[src/hdl/ire_pkg.sv]
// Shared types, constants and helper functions of the IR remote pulse encoder.
package ire_pkg;

	// Mode register codes.
	localparam logic [2:0] MODE_NOISE = 3'd0;
	localparam logic [2:0] MODE_RAW   = 3'd1;
	localparam logic [2:0] MODE_TABLE = 3'd2;
	localparam logic [2:0] MODE_NEC   = 3'd3;
	localparam logic [2:0] MODE_WIDE  = 3'd4;
	localparam logic [2:0] MODE_SIRC  = 3'd5;

	// Pulse lengths in carrier cycles.
	localparam logic [8:0] HDR_MARK   = 9'd342;
	localparam logic [7:0] HDR_SPACE  = 8'd171;
	localparam logic [8:0] WIDE_MARK  = 9'd171;
	localparam logic [8:0] BIT_MARK   = 9'd21;
	localparam logic [7:0] ONE_SPACE  = 8'd64;
	localparam logic [7:0] ZERO_SPACE = 8'd21;
	localparam logic [7:0] STOP_SPACE = 8'd0;
	localparam logic [8:0] SIRC_HDR   = 9'd91;
	localparam logic [8:0] SIRC_ONE   = 9'd46;
	localparam logic [8:0] SIRC_UNIT  = 9'd23;
	localparam logic [7:0] SIRC_SPACE = 8'd23;
	localparam logic [8:0] RAW_MARK   = 9'd10;
	localparam logic [7:0] RAW_SPACE  = 8'd10;

	// Index of the final pair for each frame kind.
	localparam logic [5:0] NOISE_LAST = 6'd49;
	localparam logic [5:0] RAW_LAST   = 6'd31;
	localparam logic [5:0] NEC_LAST   = 6'd33;
	localparam logic [5:0] SIRC_LAST  = 6'd12;

	typedef enum logic [2:0] {
		KIND_NOISE,
		KIND_RAW,
		KIND_NEC,
		KIND_WIDE,
		KIND_SIRC
	} frame_kind_t;

	typedef struct packed {
		frame_kind_t kind;
		logic [31:0] word;
	} frame_desc_t;

	localparam int DESC_W = $bits(frame_desc_t);

	function automatic logic [31:0] xs_round(input logic [31:0] x);
		logic [31:0] y;
		y = x ^ (x << 13);
		y = y ^ (y >> 17);
		y = y ^ (y << 5);
		return y;
	endfunction

	function automatic logic [31:0] code_rom(input logic [3:0] idx);
		logic [31:0] c;
		case (idx)
			4'd0:    c = 32'h20DF10EF;
			4'd1:    c = 32'hE0E040BF;
			4'd2:    c = 32'hA8B415EA;
			4'd3:    c = 32'h02FD48B7;
			4'd4:    c = 32'h00FF02FD;
			4'd5:    c = 32'h40BF18E7;
			4'd6:    c = 32'h4CB340BF;
			4'd7:    c = 32'h0000480B;
			4'd8:    c = 32'h02FD18E7;
			4'd9:    c = 32'hCF336B94;
			4'd10:   c = 32'hAA559966;
			4'd11:   c = 32'h08F748B7;
			default: c = 32'h0;
		endcase
		return c;
	endfunction

endpackage

[src/hdl/ire_seed_if.sv]
// Trigger channel carrying one 32-bit seed per frame.
interface ire_seed_if;
	logic        valid;
	logic        ready;
	logic [31:0] seed;

	modport source (output valid, output seed, input ready);
	modport sink (input valid, input seed, output ready);
endinterface

[src/hdl/ire_pair_if.sv]
// Output channel carrying one mark/space pair per transfer.
interface ire_pair_if;
	logic       valid;
	logic       ready;
	logic [8:0] mark_ticks;
	logic [7:0] space_ticks;
	logic       last;

	modport source (output valid, output mark_ticks, output space_ticks, output last,
		input ready);
	modport sink (input valid, input mark_ticks, input space_ticks, input last,
		output ready);
endinterface

[src/hdl/ire_front.sv]
// Front end: takes triggers, scrambles the seed and builds a frame descriptor.
module ire_front #(
	parameter int TABLE_ENTRIES = 12
) (
	input  logic                clk,
	input  logic                arst_n,
	ire_seed_if.sink            trigger,
	input  logic [2:0]          mode,
	input  logic                queue_full,
	output logic                push,
	output ire_pkg::frame_desc_t desc
);
	import ire_pkg::*;

	logic [3:0]  table_index_q;
	logic [4:0]  idx_inc;
	logic [31:0] r;

	assign trigger.ready = !queue_full;
	assign push          = trigger.valid && !queue_full;
	assign r             = xs_round(trigger.seed);
	assign idx_inc       = {1'b0, table_index_q} + 5'd1;

	always_comb begin
		desc.word = r;
		case (mode)
			MODE_RAW: desc.kind = KIND_RAW;
			MODE_TABLE: begin
				desc.kind = KIND_NEC;
				desc.word = code_rom(table_index_q);
			end
			MODE_NEC:  desc.kind = KIND_NEC;
			MODE_WIDE: desc.kind = KIND_WIDE;
			MODE_SIRC: desc.kind = KIND_SIRC;
			default:   desc.kind = KIND_NOISE;
		endcase
	end

	// The table index only moves on frames taken in table mode.
	always_ff @(posedge clk or negedge arst_n) begin
		if (!arst_n) begin
			table_index_q <= 4'd0;
		end else if (push && mode == MODE_TABLE) begin
			if (idx_inc >= 5'(TABLE_ENTRIES)) begin
				table_index_q <= 4'd0;
			end else begin
				table_index_q <= idx_inc[3:0];
			end
		end
	end

endmodule

[src/hdl/ire_queue.sv]
// Small descriptor queue between the front end and the pulse sequencer.
module ire_queue #(
	parameter int WIDTH = 35,
	parameter int DEPTH = 2
) (
	input  logic             clk,
	input  logic             arst_n,
	input  logic             push,
	input  logic [WIDTH-1:0] wdata,
	input  logic             pop,
	output logic [WIDTH-1:0] rdata,
	output logic             full,
	output logic             empty
);
	localparam int PW = (DEPTH > 1) ? $clog2(DEPTH) : 1;
	localparam int CW = $clog2(DEPTH + 1);

	logic [WIDTH-1:0] mem_q [DEPTH];
	logic [PW-1:0]    wr_ptr_q;
	logic [PW-1:0]    rd_ptr_q;
	logic [CW-1:0]    count_q;
	logic             do_push;
	logic             do_pop;

	assign full    = count_q == CW'(DEPTH);
	assign empty   = count_q == '0;
	assign do_push = push && !full;
	assign do_pop  = pop && !empty;
	assign rdata   = mem_q[rd_ptr_q];

	always_ff @(posedge clk) begin
		if (do_push) begin
			mem_q[wr_ptr_q] <= wdata;
		end
	end

	always_ff @(posedge clk or negedge arst_n) begin
		if (!arst_n) begin
			wr_ptr_q <= '0;
			rd_ptr_q <= '0;
			count_q  <= '0;
		end else begin
			if (do_push) begin
				wr_ptr_q <= (wr_ptr_q == PW'(DEPTH - 1)) ? '0 : wr_ptr_q + PW'(1);
			end
			if (do_pop) begin
				rd_ptr_q <= (rd_ptr_q == PW'(DEPTH - 1)) ? '0 : rd_ptr_q + PW'(1);
			end
			if (do_push && !do_pop) begin
				count_q <= count_q + CW'(1);
			end else if (do_pop && !do_push) begin
				count_q <= count_q - CW'(1);
			end
		end
	end

endmodule

[src/hdl/ire_back.sv]
// Back end: walks one frame descriptor and emits its mark/space pairs.
module ire_back (
	input  logic                clk,
	input  logic                arst_n,
	input  logic                queue_empty,
	input  ire_pkg::frame_desc_t desc,
	output logic                pop,
	ire_pair_if.source          pairs
);
	import ire_pkg::*;

	frame_kind_t kind_q;
	logic [31:0] word_q;
	logic [5:0]  cnt_q;
	logic        busy_q;
	logic        out_valid_q;
	logic [8:0]  mark_q;
	logic [7:0]  space_q;
	logic        last_q;

	logic        advance;
	logic [8:0]  mark_n;
	logic [7:0]  space_n;
	logic        last_n;
	logic [31:0] word_n;
	logic [31:0] r1;
	logic [31:0] r2;

	assign pop     = !busy_q && !queue_empty;
	assign advance = busy_q && (!out_valid_q || pairs.ready);
	assign r1      = xs_round(word_q);
	assign r2      = xs_round(r1);

	always_comb begin
		mark_n  = RAW_MARK;
		space_n = RAW_SPACE;
		last_n  = 1'b0;
		word_n  = word_q;
		case (kind_q)
			KIND_RAW: begin
				// Two generator rounds per pair: one for the mark, one for the space.
				mark_n  = RAW_MARK + {3'b000, r1[5:0]};
				space_n = RAW_SPACE + {2'b00, r2[5:0]};
				last_n  = cnt_q == RAW_LAST;
				word_n  = r2;
			end
			KIND_NEC, KIND_WIDE: begin
				if (cnt_q == 6'd0) begin
					mark_n  = (kind_q == KIND_WIDE) ? WIDE_MARK : HDR_MARK;
					space_n = HDR_SPACE;
				end else if (cnt_q == NEC_LAST) begin
					mark_n  = BIT_MARK;
					space_n = STOP_SPACE;
					last_n  = 1'b1;
				end else begin
					mark_n  = BIT_MARK;
					space_n = word_q[31] ? ONE_SPACE : ZERO_SPACE;
					word_n  = {word_q[30:0], 1'b0};
				end
			end
			KIND_SIRC: begin
				if (cnt_q == 6'd0) begin
					mark_n  = SIRC_HDR;
					space_n = SIRC_SPACE;
				end else begin
					mark_n  = word_q[0] ? SIRC_ONE : SIRC_UNIT;
					space_n = SIRC_SPACE;
					last_n  = cnt_q == SIRC_LAST;
					word_n  = {1'b0, word_q[31:1]};
				end
			end
			default: begin
				last_n = cnt_q == NOISE_LAST;
			end
		endcase
	end

	always_ff @(posedge clk or negedge arst_n) begin
		if (!arst_n) begin
			busy_q      <= 1'b0;
			out_valid_q <= 1'b0;
			cnt_q       <= 6'd0;
			kind_q      <= KIND_NOISE;
		end else begin
			if (pop) begin
				busy_q <= 1'b1;
				kind_q <= desc.kind;
				cnt_q  <= 6'd0;
			end else if (advance) begin
				cnt_q <= cnt_q + 6'd1;
				if (last_n) begin
					busy_q <= 1'b0;
				end
			end
			if (advance) begin
				out_valid_q <= 1'b1;
			end else if (pairs.ready) begin
				out_valid_q <= 1'b0;
			end
		end
	end

	always_ff @(posedge clk) begin
		if (pop) begin
			word_q <= desc.word;
		end else if (advance) begin
			word_q <= word_n;
		end
		if (advance) begin
			mark_q  <= mark_n;
			space_q <= space_n;
			last_q  <= last_n;
		end
	end

	assign pairs.valid       = out_valid_q;
	assign pairs.mark_ticks  = mark_q;
	assign pairs.space_ticks = space_q;
	assign pairs.last        = last_q;

endmodule

[src/hdl/ir_remote_pulse_encoder.sv]
// Top level of the IR remote pulse encoder: register port, front end, queue, sequencer.
//
// Each transfer on the trigger channel carries a 32-bit seed and starts one frame.
// The frame goes out on the pairs channel as mark/space pairs counted in carrier
// cycles, one pair per transfer, with last set on the final pair. The mode register
// (byte address 0) picks the frame type and should only be written while idle.
// Frame lengths: noise 50 pairs, random raw 32, NEC variants 34, SIRC 13.
// A trigger is taken whenever the two-entry descriptor queue has room,
// so triggers are accepted while an earlier frame is still being sent.
// With the sequencer free, a trigger's descriptor passes through the queue and the
// sequencer registers before its first pair is registered; pairs then follow one
// per cycle while the sink is ready, and no pair goes out while the
// sequencer loads the next descriptor from the queue.
// When the sink stalls, the pair register holds and the sequencer waits; triggers
// keep being taken until the queue fills.
// Reset clears the mode to noise, the code table index to zero and empties the queue.
module ir_remote_pulse_encoder #(
	parameter int TABLE_ENTRIES = 12,
	parameter int QUEUE_DEPTH   = 2
) (
	input  logic        clk,
	input  logic        arst_n,
	input  logic        psel,
	input  logic        penable,
	input  logic        pwrite,
	input  logic [2:0]  paddr,
	input  logic [31:0] pwdata,
	output logic [31:0] prdata,
	output logic        pready,
	ire_seed_if.sink    trigger,
	ire_pair_if.source  pairs
);
	import ire_pkg::*;

	logic [2:0]  mode_q;
	logic        queue_full;
	logic        queue_empty;
	logic        push;
	logic        pop;
	frame_desc_t push_desc;
	frame_desc_t pop_desc;
	logic [DESC_W-1:0] pop_bits;

	assign pready = 1'b1;
	assign prdata = (paddr[2] == 1'b0) ? {29'd0, mode_q} : 32'd0;

	always_ff @(posedge clk or negedge arst_n) begin
		if (!arst_n) begin
			mode_q <= MODE_NOISE;
		end else if (psel && penable && pwrite && paddr[2] == 1'b0) begin
			mode_q <= pwdata[2:0];
		end
	end

	ire_front #(
		.TABLE_ENTRIES(TABLE_ENTRIES)
	) u_front (
		.clk        (clk),
		.arst_n     (arst_n),
		.trigger    (trigger),
		.mode       (mode_q),
		.queue_full (queue_full),
		.push       (push),
		.desc       (push_desc)
	);

	ire_queue #(
		.WIDTH(DESC_W),
		.DEPTH(QUEUE_DEPTH)
	) u_queue (
		.clk    (clk),
		.arst_n (arst_n),
		.push   (push),
		.wdata  (push_desc),
		.pop    (pop),
		.rdata  (pop_bits),
		.full   (queue_full),
		.empty  (queue_empty)
	);

	assign pop_desc = frame_desc_t'(pop_bits);

	ire_back u_back (
		.clk         (clk),
		.arst_n      (arst_n),
		.queue_empty (queue_empty),
		.desc        (pop_desc),
		.pop         (pop),
		.pairs       (pairs)
	);

endmodule

[src/flat_wrapper.sv]
// flat-port wrapper written by rule: the top's interface ports become plain ports
module ir_remote_pulse_encoder_flat import ire_pkg::*;
#(
	parameter int TABLE_ENTRIES = 12,
	parameter int QUEUE_DEPTH   = 2
)
  (clk, arst_n, psel, penable, pwrite, paddr, pwdata, prdata, pready, trigger_valid, trigger_seed, trigger_ready, pairs_valid, pairs_mark_ticks, pairs_space_ticks, pairs_last, pairs_ready);
  ire_seed_if trigger_i ();
  ire_pair_if pairs_i ();
  input  logic clk;
  input  logic arst_n;
  input  logic psel;
  input  logic penable;
  input  logic pwrite;
  input  logic [2:0] paddr;
  input  logic [31:0] pwdata;
  output logic [31:0] prdata;
  output logic pready;
  input wire logic [$bits(trigger_i.valid)-1:0] trigger_valid;
  input wire logic [$bits(trigger_i.seed)-1:0] trigger_seed;
  output wire logic [$bits(trigger_i.ready)-1:0] trigger_ready;
  output wire logic [$bits(pairs_i.valid)-1:0] pairs_valid;
  output wire logic [$bits(pairs_i.mark_ticks)-1:0] pairs_mark_ticks;
  output wire logic [$bits(pairs_i.space_ticks)-1:0] pairs_space_ticks;
  output wire logic [$bits(pairs_i.last)-1:0] pairs_last;
  input wire logic [$bits(pairs_i.ready)-1:0] pairs_ready;
  assign trigger_i.valid = trigger_valid;
  assign trigger_i.seed = trigger_seed;
  assign trigger_ready = trigger_i.ready;
  assign pairs_valid = pairs_i.valid;
  assign pairs_mark_ticks = pairs_i.mark_ticks;
  assign pairs_space_ticks = pairs_i.space_ticks;
  assign pairs_last = pairs_i.last;
  assign pairs_i.ready = pairs_ready;
  ir_remote_pulse_encoder #(.TABLE_ENTRIES(TABLE_ENTRIES), .QUEUE_DEPTH(QUEUE_DEPTH)) u_core (.clk(clk), .arst_n(arst_n), .psel(psel), .penable(penable), .pwrite(pwrite), .paddr(paddr), .pwdata(pwdata), .prdata(prdata), .pready(pready), .trigger(trigger_i), .pairs(pairs_i));
endmodule
[config.mk]
export PLATFORM = sky130hd
export DESIGN_NAME = ir_remote_pulse_encoder_flat
export DESIGN_NICKNAME = d
export VERILOG_FILES = /design/src/hdl/ire_pkg.sv /design/src/hdl/ire_seed_if.sv /design/src/hdl/ire_pair_if.sv /design/src/hdl/ire_front.sv /design/src/hdl/ire_queue.sv /design/src/hdl/ire_back.sv /design/src/hdl/ir_remote_pulse_encoder.sv /design/src/flat_wrapper.sv
export SDC_FILE = /design/constraint.sdc
export NUM_CORES = 1
export LEC_CHECK = 0
export ABC_AREA = 0
export BUFFER_PORTS_ARGS = -buffer_cell sky130_fd_sc_hd__buf_4
export CORE_ASPECT_RATIO = 1.5
export CORE_MARGIN = 2
export CORE_UTILIZATION = 50
export DETAILED_ROUTE_END_ITERATION = 6
export HOLD_SLACK_MARGIN = 0.15
export PLACE_DENSITY = 0.73
export SLEW_MARGIN = 15
export SYNTH_ARGS = -nofsm -noshare
export SYNTH_HDL_FRONTEND = slang
export SYNTH_HIERARCHICAL = 1
export SYNTH_SLANG_ARGS = --single-unit
[constraint.sdc]
create_clock -name clk -period 9.9 [get_ports clk]
set_input_delay 1.485 -clock clk [delete_from_list [all_inputs] [get_ports clk]]
set_output_delay 1.485 -clock clk [all_outputs]
set_load 0.05 [all_outputs]
## After elaboration in Yosys (flattened, before gate mapping)

Memory sizes are Yosys's and may differ from the RTL's.
Cells that the tools add are included.
W data, S select, Z words.

| word-level totals | value |
|---|---|
| latch bits | 0 |
| memory bits (read-only) | 496 |
| output and inout port bits | 53 |
| memories kept | 2 |
| word-level logic and storage cells | 116 |
| bits in registers | 72 |
| bits in writable memories | 70 |

Memories:

| memory | depth | width | rd ports | clocked after Yosys merged registers in | write ports | RTL line | source |
|---|---|---|---|---|---|---|---|
| (name not given) | 16 | 31 | 1 | 0 | 0 | ire_pkg.sv:58 | `case (idx)` |
| u_core.u_queue.mem_q | 2 | 35 | 1 | 0 | 1 | ire_queue.sv:18 | `logic [WIDTH-1:0] mem_q [DEPTH];` |

| cells by class | value |
|---|---|
| muxes and demuxes | 36 |
| divide/modulo/power cells | 0 |
| bitwise logic cells | 10 |
| shift-type cells | 0 |
| $mul | 0 |
| add/subtract/negate cells | 8 |
| reduce and logical (&&, ||, !) cells | 29 |
| order comparisons | 1 |
| equality and inequality tests | 17 |

Operators by type and width:

| cell | number |
|---|---|
| $mux W32 | 6 |
| $xor A32 B32 Y32 | 6 |
| $pmux W32 S3 | 1 |
| $xor A32 B15 Y32 | 3 |
| $pmux W9 S3 | 1 |
| $pmux W8 S3 | 1 |
| $mux W7 | 3 |
| $mux W6 | 3 |
| $mux W9 | 2 |
| $add A4 B6 Y7 const A | 2 |
| $eq A3 B2 Y1 const B | 4 |
| $eq A6 B6 Y1 const B | 2 |
| $mux W1 | 12 |
| $pmux W3 S4 | 1 |
| $logic_and A1 B1 Y1 | 11 |
| $eq A3 B3 Y1 const B | 3 |
| $ne A3 B2 Y1 const B | 3 |
| $mux W8 | 1 |
| $reduce_bool A2 Y1 | 4 |
| $add A6 B1 Y6 const B | 1 |
| $eq A3 B1 Y1 const B | 2 |
| $eq A6 B4 Y1 const B | 1 |
| $eq A6 B5 Y1 const B | 1 |
| $logic_not A1 Y1 | 6 |
| 18 further kinds | 21 |

## Depth between registers and ports, before layout

Gate-level depths: netlist of the first run.

| logic depth | value |
|---|---|
| depth after elaboration | 9 |
| depth in mapped cells | 10 |

## Hierarchy

Netlist of the first run, hierarchy kept.

By module, submodules not included:

| module | area each (sq um) | instances | seq. area each (sq um) | cells an instance |
|---|---|---|---|---|
| ire_back | 4623.2 | 1 | 1776.7 | 460 |
| ire_queue | 2872.8 | 1 | 2202.1 | 128 |
| ire_front | 1810.5 | 1 | 100.1 | 213 |
| ir_remote_pulse_encoder | 402.9 | 1 | 75.1 | 42 |

## Worst setup path before layout of the first run

OpenSTA, ideal clock, no wires.

| timing | value |
|---|---|
| path kind | input to register |
| start | input port pairs_ready |
| end | register u_core.u_back.word_q[0], enable pin |
| stages on the path | 3 |
| setup time | 0.466 ns |
| path slack | 5.419 ns |
| data arrival time | 4.016 ns |
| path through | nand2b_1 > nand2_1 > o21ai_0 |

| on the way | value |
|---|---|
| cells in the longest elaborated chain, start to end | 4 |

Ends and longest elaborated chain:

| item | RTL line | source |
|---|---|---|
| from (decl) | flat_wrapper.sv:26 | `input wire logic [$bits(pairs_i.ready)-1:0] pairs_ready;` |
| $logic_or A1 B1 Y1 | ire_back.sv:30 | `assign advance = busy_q && (!out_valid_q \|\| pairs.ready);` |
| $logic_and A1 B1 Y1 | ire_back.sv:30 |  |
| $reduce_bool A2 Y1 (no line) | - |  |
| $reduce_and A5 Y1 (no line) | - |  |
| to (signal assigned) | ire_back.sv:105 | `word_q <= desc.word;` |
| to (signal assigned) | ire_back.sv:107 | `word_q <= word_n;` |
| to (decl) | ire_back.sv:13 | `logic [31:0] word_q;` |

No other way between the ends.
A chain may end at the register's enable or synchronous reset.

## Worst setup path in the final report of the first run

| timing | value |
|---|---|
| start | input port paddr[2] |
| end | output port prdata[1] |

| on the way | value |
|---|---|
| cells in the longest elaborated chain, start to end | 1 |

Ends and longest elaborated chain:

| item | RTL line | source |
|---|---|---|
| from (decl) | flat_wrapper.sv:15 | `input logic [2:0] paddr;` |
| $mux W3 | ir_remote_pulse_encoder.sv:45 | `assign prdata = (paddr[2] == 1'b0) ? {29'd0, mode_q} : 32'd0;` |
| to (decl) | flat_wrapper.sv:17 | `output logic [31:0] prdata;` |

No other way between the ends.

==> results of run 1 <==
[kinds of logic (layout without fill, tap and decap cells)]
| group | Yosys count | count (layout) | synth area share (%) |
|---|---|---|---|
| compound gates | 171 | 171 | 11.7 |
| xor+xnor | 168 | 168 | 21.2 |
| fa+ha+maj | 15 | 15 | 1.93 |
| buf+inv | 114 | 128 | 6.48 |
| flops | 142 | 142 | 42.8 |
| mux | 48 | 48 | 6.69 |
| other cells | 2 | 30 | 0.0773 |
| simple gates | 183 | 183 | 9.14 |
[registers in the layout, summed over array words and instances (netlist names)]
name	flops
u_core/u_front/table_index_q	4
u_core/u_back/word_q	32
u_core/u_back/cnt_q	6
u_core/u_queue/mem_q	70
u_core/u_back/pairs.valid	1
u_core/u_queue/count_q	2
u_core/u_back/pairs.last	1
u_core/u_back/pairs.space_ticks	8
u_core/mode_q	3
u_core/u_queue/rd_ptr_q	1
u_core/u_queue/wr_ptr_q	1
u_core/u_back/pairs.mark_ticks	9
u_core/u_back/kind_q	3
u_core/u_back/busy_q	1
[path summary, 6_finish.rpt]
kind                                                         to  slack [ps]                       startpoint
max in group asynchronous               u_core/u_queue/rd_ptr_q        8710                           arst_n
worst min register to register        u_core/u_back/pairs.valid         530        u_core/u_back/pairs.valid
worst max-delay path                                  prdata[1]        6430                         paddr[2]
worst max register to register      u_core/u_queue/mem_q[1][12]        7000  u_core/u_front/table_index_q[2]
worst min-delay path                  u_core/u_back/pairs.valid         530        u_core/u_back/pairs.valid
min in group asynchronous       u_core/u_front/table_index_q[2]         940                           arst_n
[cell usage in the layout (no fill, tap or decap), drive strengths merged, types with 8 or more instances in the layout]
cell	count
buf	75
xnor2	98
xor2	30
nor2	56
conb	30
mux2i	9
o211ai	8
xor3	11
nand3	10
a22oi	27
a221oi	12
clkbuf	24
dfrtp	22
edfxtp	120
mux2	39
inv	23
nand2b	12
nor2b	9
a31oi	23
xnor3	29
nand2	61
o21ai	37
a21oi	30
ha	15
[stage by stage]
| stage | hold slack (ps) | std cells | util [%] |
|---|---|---|---|
| after detailed placement | 513 | 1109 | 53.3 |
| after CTS | 527 | 1141 | 56.7 |
| after global routing | 557 | 1141 | 56.7 |
| after floorplan | 461 | 871 | - |
| final | 526 | 1141 | 56.7 |
| after global placement | 494 | 1109 | 53.3 |
[metal layers]
| layer | part of all wire, % | wire length [um] | vias up |
|---|---|---|---|
| met2 | 52 | 11300 | 258 |
| met1 | 37 | 8100 | 3077 |
| met4 | 5.9 | 1290 | 0 |
| met5 | 0 | 0 | - |
| li1 | - | - | 3032 |
| met3 | 4.9 | 1070 | 68 |
[critical path, stage by stage]
cell,delay [ps]
buf_4,120
and2b_2,200
buf_4,190
[cell type report]
cell class                      count  area, sq um  share of cell area, %
Clock buffer                       24          537                   4.96
Clock inverter                      8          111                   1.03
Inverter                           21         78.8                  0.729
Multi-Input combinational cell    615         5050                   46.7
Sequential cell                   142         4160                   38.4
Tap cell                          256          320                   2.96
Timing Repair Buffer               75          563                   5.21
==> results.json, run 1 <==
{
  "outcome": "complete, but fails checks",
  "failed_checks": "DRC",
  "drv_cap": 0,
  "synth_top_cell_area_share_pct": 37.1,
  "core_area_sq_um": 19100,
  "syn_avg_cell_area_sq_um": 11.5,
  "relSlewSlack_pct": 25.7,
  "hp-class": "reg -> reg",
  "antenna_found_initial": 0,
  "synth_edf_count": 120,
  "drv_slew": 0,
  "yosysWarnings": 6,
  "ant_nets": 0,
  "grtUsageMet2_pct": 37.8,
  "grt.total_usage_pct": 21.3,
  "fmax_mhz": 288,
  "ctsResizeCount": 0,
  "ctsHoldBuffers": 0,
  "use_met3_pct": 3.56,
  "dieWidth_um": 118,
  "yosys-top-cells-area": "edfxtp_1 (37%), xnor2_1 (8.8%), xnor3_1 (6.0%)",
  "async_reset_ff_share_pct": 15.5,
  "drive_above_1_share_pct": 19.0,
  "hold_viol": 0,
  "diodes": 0,
  "drc": 1,
  "cts_tree": "yes",
  "vias": 6435,
  "grt_setup_unrepaired": "false",
  "htree_levels": 4,
  "nFillCells": 1626,
  "synth_cell_types": 71,
  "syn_area_sq_um": 9710,
  "clockBufferDepth": 2,
  "dieArea_sq_um": 20600,
  "drt-total-wl_um": 21800,
  "cts_root_buf": "clkbuf_16",
  "fin_ws_ps": 6430,
  "ys_seq_area_share_pct": 42.8,
  "met1_usage_pct": 23.4,
  "syn_inst": 843,
  "clk_pin_slew_ps": 60,
  "final_cell_area_sq_um": 10800,
  "start_util_pct": 50.9,
  "critPathMaxFanout": 4,
  "grt_pass1_wl_um": 34200,
  "io_pins": 127,
  "critPathLaunchType": "primary input",
  "worst_pin_slew_ps": 1110,
  "dp_slack_ps": 6430,
  "period_minus_slack_ps": 3470,
  "nNetsFinal": 961,
  "dpl_cell_area_sq_um": 10200,
  "numCtsBuffers": 17,
  "clock-sinks": 142,
  "dr.pass1.iters": 7,
  "synth.most_common_cell": "edfxtp_1",
  "vias_per_cell": 5.64,
  "fin_setup_tns_ps": 0,
  "min_path_cells": 2,
  "drtIter0Drc": 462,
  "finalCritPeriodShare_pct": 35.1,
  "dp_hpwl_um": 15700,
  "ys_ff_latch": 142,
  "cts_setup_buffers": 0,
  "global_route.peak_usage_layer": "met2",
  "first_global_vias": 6457,
  "fin_skew_ps": 12.9,
  "crit_type": "in -> out",
  "area_growth_pct": 11.4,
  "clk_latency_ps": 420,
  "worstPathRequired_ps": 8420,
  "dieHeight_um": 175,
  "crit_arrival_ps": 1990,
  "grt_overflow": 0,
  "grt_start_max_net_pins": 64,
  "r2r_cells": 5,
  "port-buffer-count": 65,
  "setup_viol": 0,
  "synth_commonest_cells": "edfxtp_1 (120), xnor2_1 (97), nand2_1 (61), nor2_1 (56), clkbuf_1 (42)",
  "end_kind": "output pin",
  "place.gp.congestion": 0.921,
  "wl_per_cell_um": 19.1,
  "synth-main-ff-cell": "edfxtp_1",
  "num_rows": 62,
  "post-synth-top-area-cell": "edfxtp_1"
}
Power of run 1 is not shown: default switching activity piles up to over one toggle a cycle in this logic, so the estimate is an artifact.
==> inputs of run 2 (changes only) <==
==> constraint.sdc (replaced) <==
create_clock -name clk -period 3.5 [get_ports clk]
set_input_delay 0.525 -clock clk [delete_from_list [all_inputs] [get_ports clk]]
set_output_delay 0.525 -clock clk [all_outputs]
set_load 0.05 [all_outputs]
==> results.json, run 2 (same netlist as run 1, synthesis figures left out) <==
{
  "worstPathRequired_ps": 3680,
  "hp-class": "in -> reg",
  "cts_tree": "yes",
  "area_growth_pct": 11.8,
  "ctsResizeCount": 0,
  "grt.total_usage_pct": 21.6,
  "multi_input_area_sq_um": 5050,
  "core_area_sq_um": 19100,
  "drtIter0Drc": 346,
  "grt_pass1_wl_um": 34100,
  "crit_type": "reg -> reg",
  "ant_nets": 0,
  "fmax_mhz": 369,
  "hold_viol": 0,
  "cts_setup_buffers": 0,
  "largest_reg_flops": 70,
  "finalCritPeriodShare_pct": 77.3,
  "dieHeight_um": 175,
  "outcome": "finished, final reports clean",
  "seqCellArea_sq_um": 4160,
  "io_pins": 127,
  "dieArea_sq_um": 20600,
  "ctsHoldBuffers": 1,
  "dp_hpwl_um": 15800,
  "drv_slew": 0,
  "drt-total-wl_um": 21800,
  "num_rows": 62,
  "drc": 0,
  "antenna_found_initial": 0,
  "grt_setup_unrepaired": "false",
  "dr.pass1.iters": 5,
  "place.gp.congestion": 0.941,
  "wl_per_cell_um": 19.0,
  "relSlewSlack_pct": 38.4,
  "htree_levels": 4,
  "end_kind": "flop",
  "fin_setup_tns_ps": 0,
  "final_common_cell": "edfxtp_1",
  "regMostFlops": "u_core/u_queue/mem_q",
  "nFillCells": 1601,
  "cts_root_buf": "clkbuf_16",
  "drv_cap": 0,
  "diodes": 0,
  "fin_skew_ps": 8.98,
  "drive_above_1_share_pct": 19.7,
  "clk_pin_slew_ps": 60,
  "start_util_pct": 50.9,
  "clk_latency_ps": 430,
  "crit_arrival_ps": 2880,
  "nNetsFinal": 968,
  "dieWidth_um": 118,
  "setup_viol": 0,
  "clockBufferDepth": 2,
  "grt_overflow": 0,
  "port-buffer-count": 65,
  "numCtsBuffers": 17,
  "period_minus_slack_ps": 2710,
  "first_global_vias": 6312,
  "vias": 6449,
  "grt_start_max_net_pins": 56,
  "vias_per_cell": 5.62,
  "worst_pin_slew_ps": 924,
  "clock-sinks": 142,
  "critPathMaxFanout": 6,
  "layout_common_cells": "edfxtp_1 (120), xnor2_1 (97), buf_4 (81), nand2_1 (61), nor2_1 (54)",
  "critPathLaunchType": "flop"
}
## run 2: through the flow
step                util [%]  std cells  hold slack, ps  setup WS (ps)  cell area, sq um
floorplan                  -        871             229            340              9810
detailed placement      53.5       1115             437            809             10200
CTS                     56.9       1148             313            792             10900
finish                  56.9       1148             327            793             10900
global placement        53.5       1115             433            832             10200
global route            56.9       1148             314            676             10900
## run 2: final timing paths
| path | startpoint | end | cells after the start | slack, ps |
|---|---|---|---|---|
| max | u_core/u_back/word_q[5] | u_core/u_back/pairs.space_ticks[5] | 7 | 790 |
| min | pwdata[2] | u_core/mode_q[2] | 2 | 330 |
| max reg2reg | u_core/u_back/word_q[5] | u_core/u_back/pairs.space_ticks[5] | 7 | 790 |
| min reg2reg | u_core/u_back/busy_q | u_core/u_back/pairs.valid | 1 | 510 |
| max in group asynchronous | arst_n | u_core/u_queue/rd_ptr_q | 2 | 2730 |
| min in group asynchronous | arst_n | u_core/u_front/table_index_q[1] | 2 | 520 |
## run 2: layout make-up
cell class / count / area share, %
multi-input combinational: 615 / 46.5
tap: 256 / 2.95
clock inverter: 15 / 1.95
timing repair buffer: 82 / 5.69
inverter: 21 / 0.726
sequential: 142 / 38.3
clock buffer: 17 / 3.92
## run 2: critical path, cell delays in order (launching register included)
cell,delay (ps)
edfxtp_1,540
xnor2_4,350
xnor3_2,460
xnor3_2,460
ha_1,240
o21bai_1,170
xor2_1,160
o21ai_1,70
## run 2: layer usage
metal | global-route usage, % | wire length, um | part of all wire [%] | vias up
met4 | 13.7 | 1180 | 5.4 | 0
met2 | 39.3 | 11600 | 53 | 251
met3 | 3.10 | 961 | 4.4 | 64
met5 | 0 | 0 | 0 | -
met1 | 23.3 | 7990 | 37 | 3091
li1 | - | - | - | 3043
Power of run 2 is left out for the same reason.
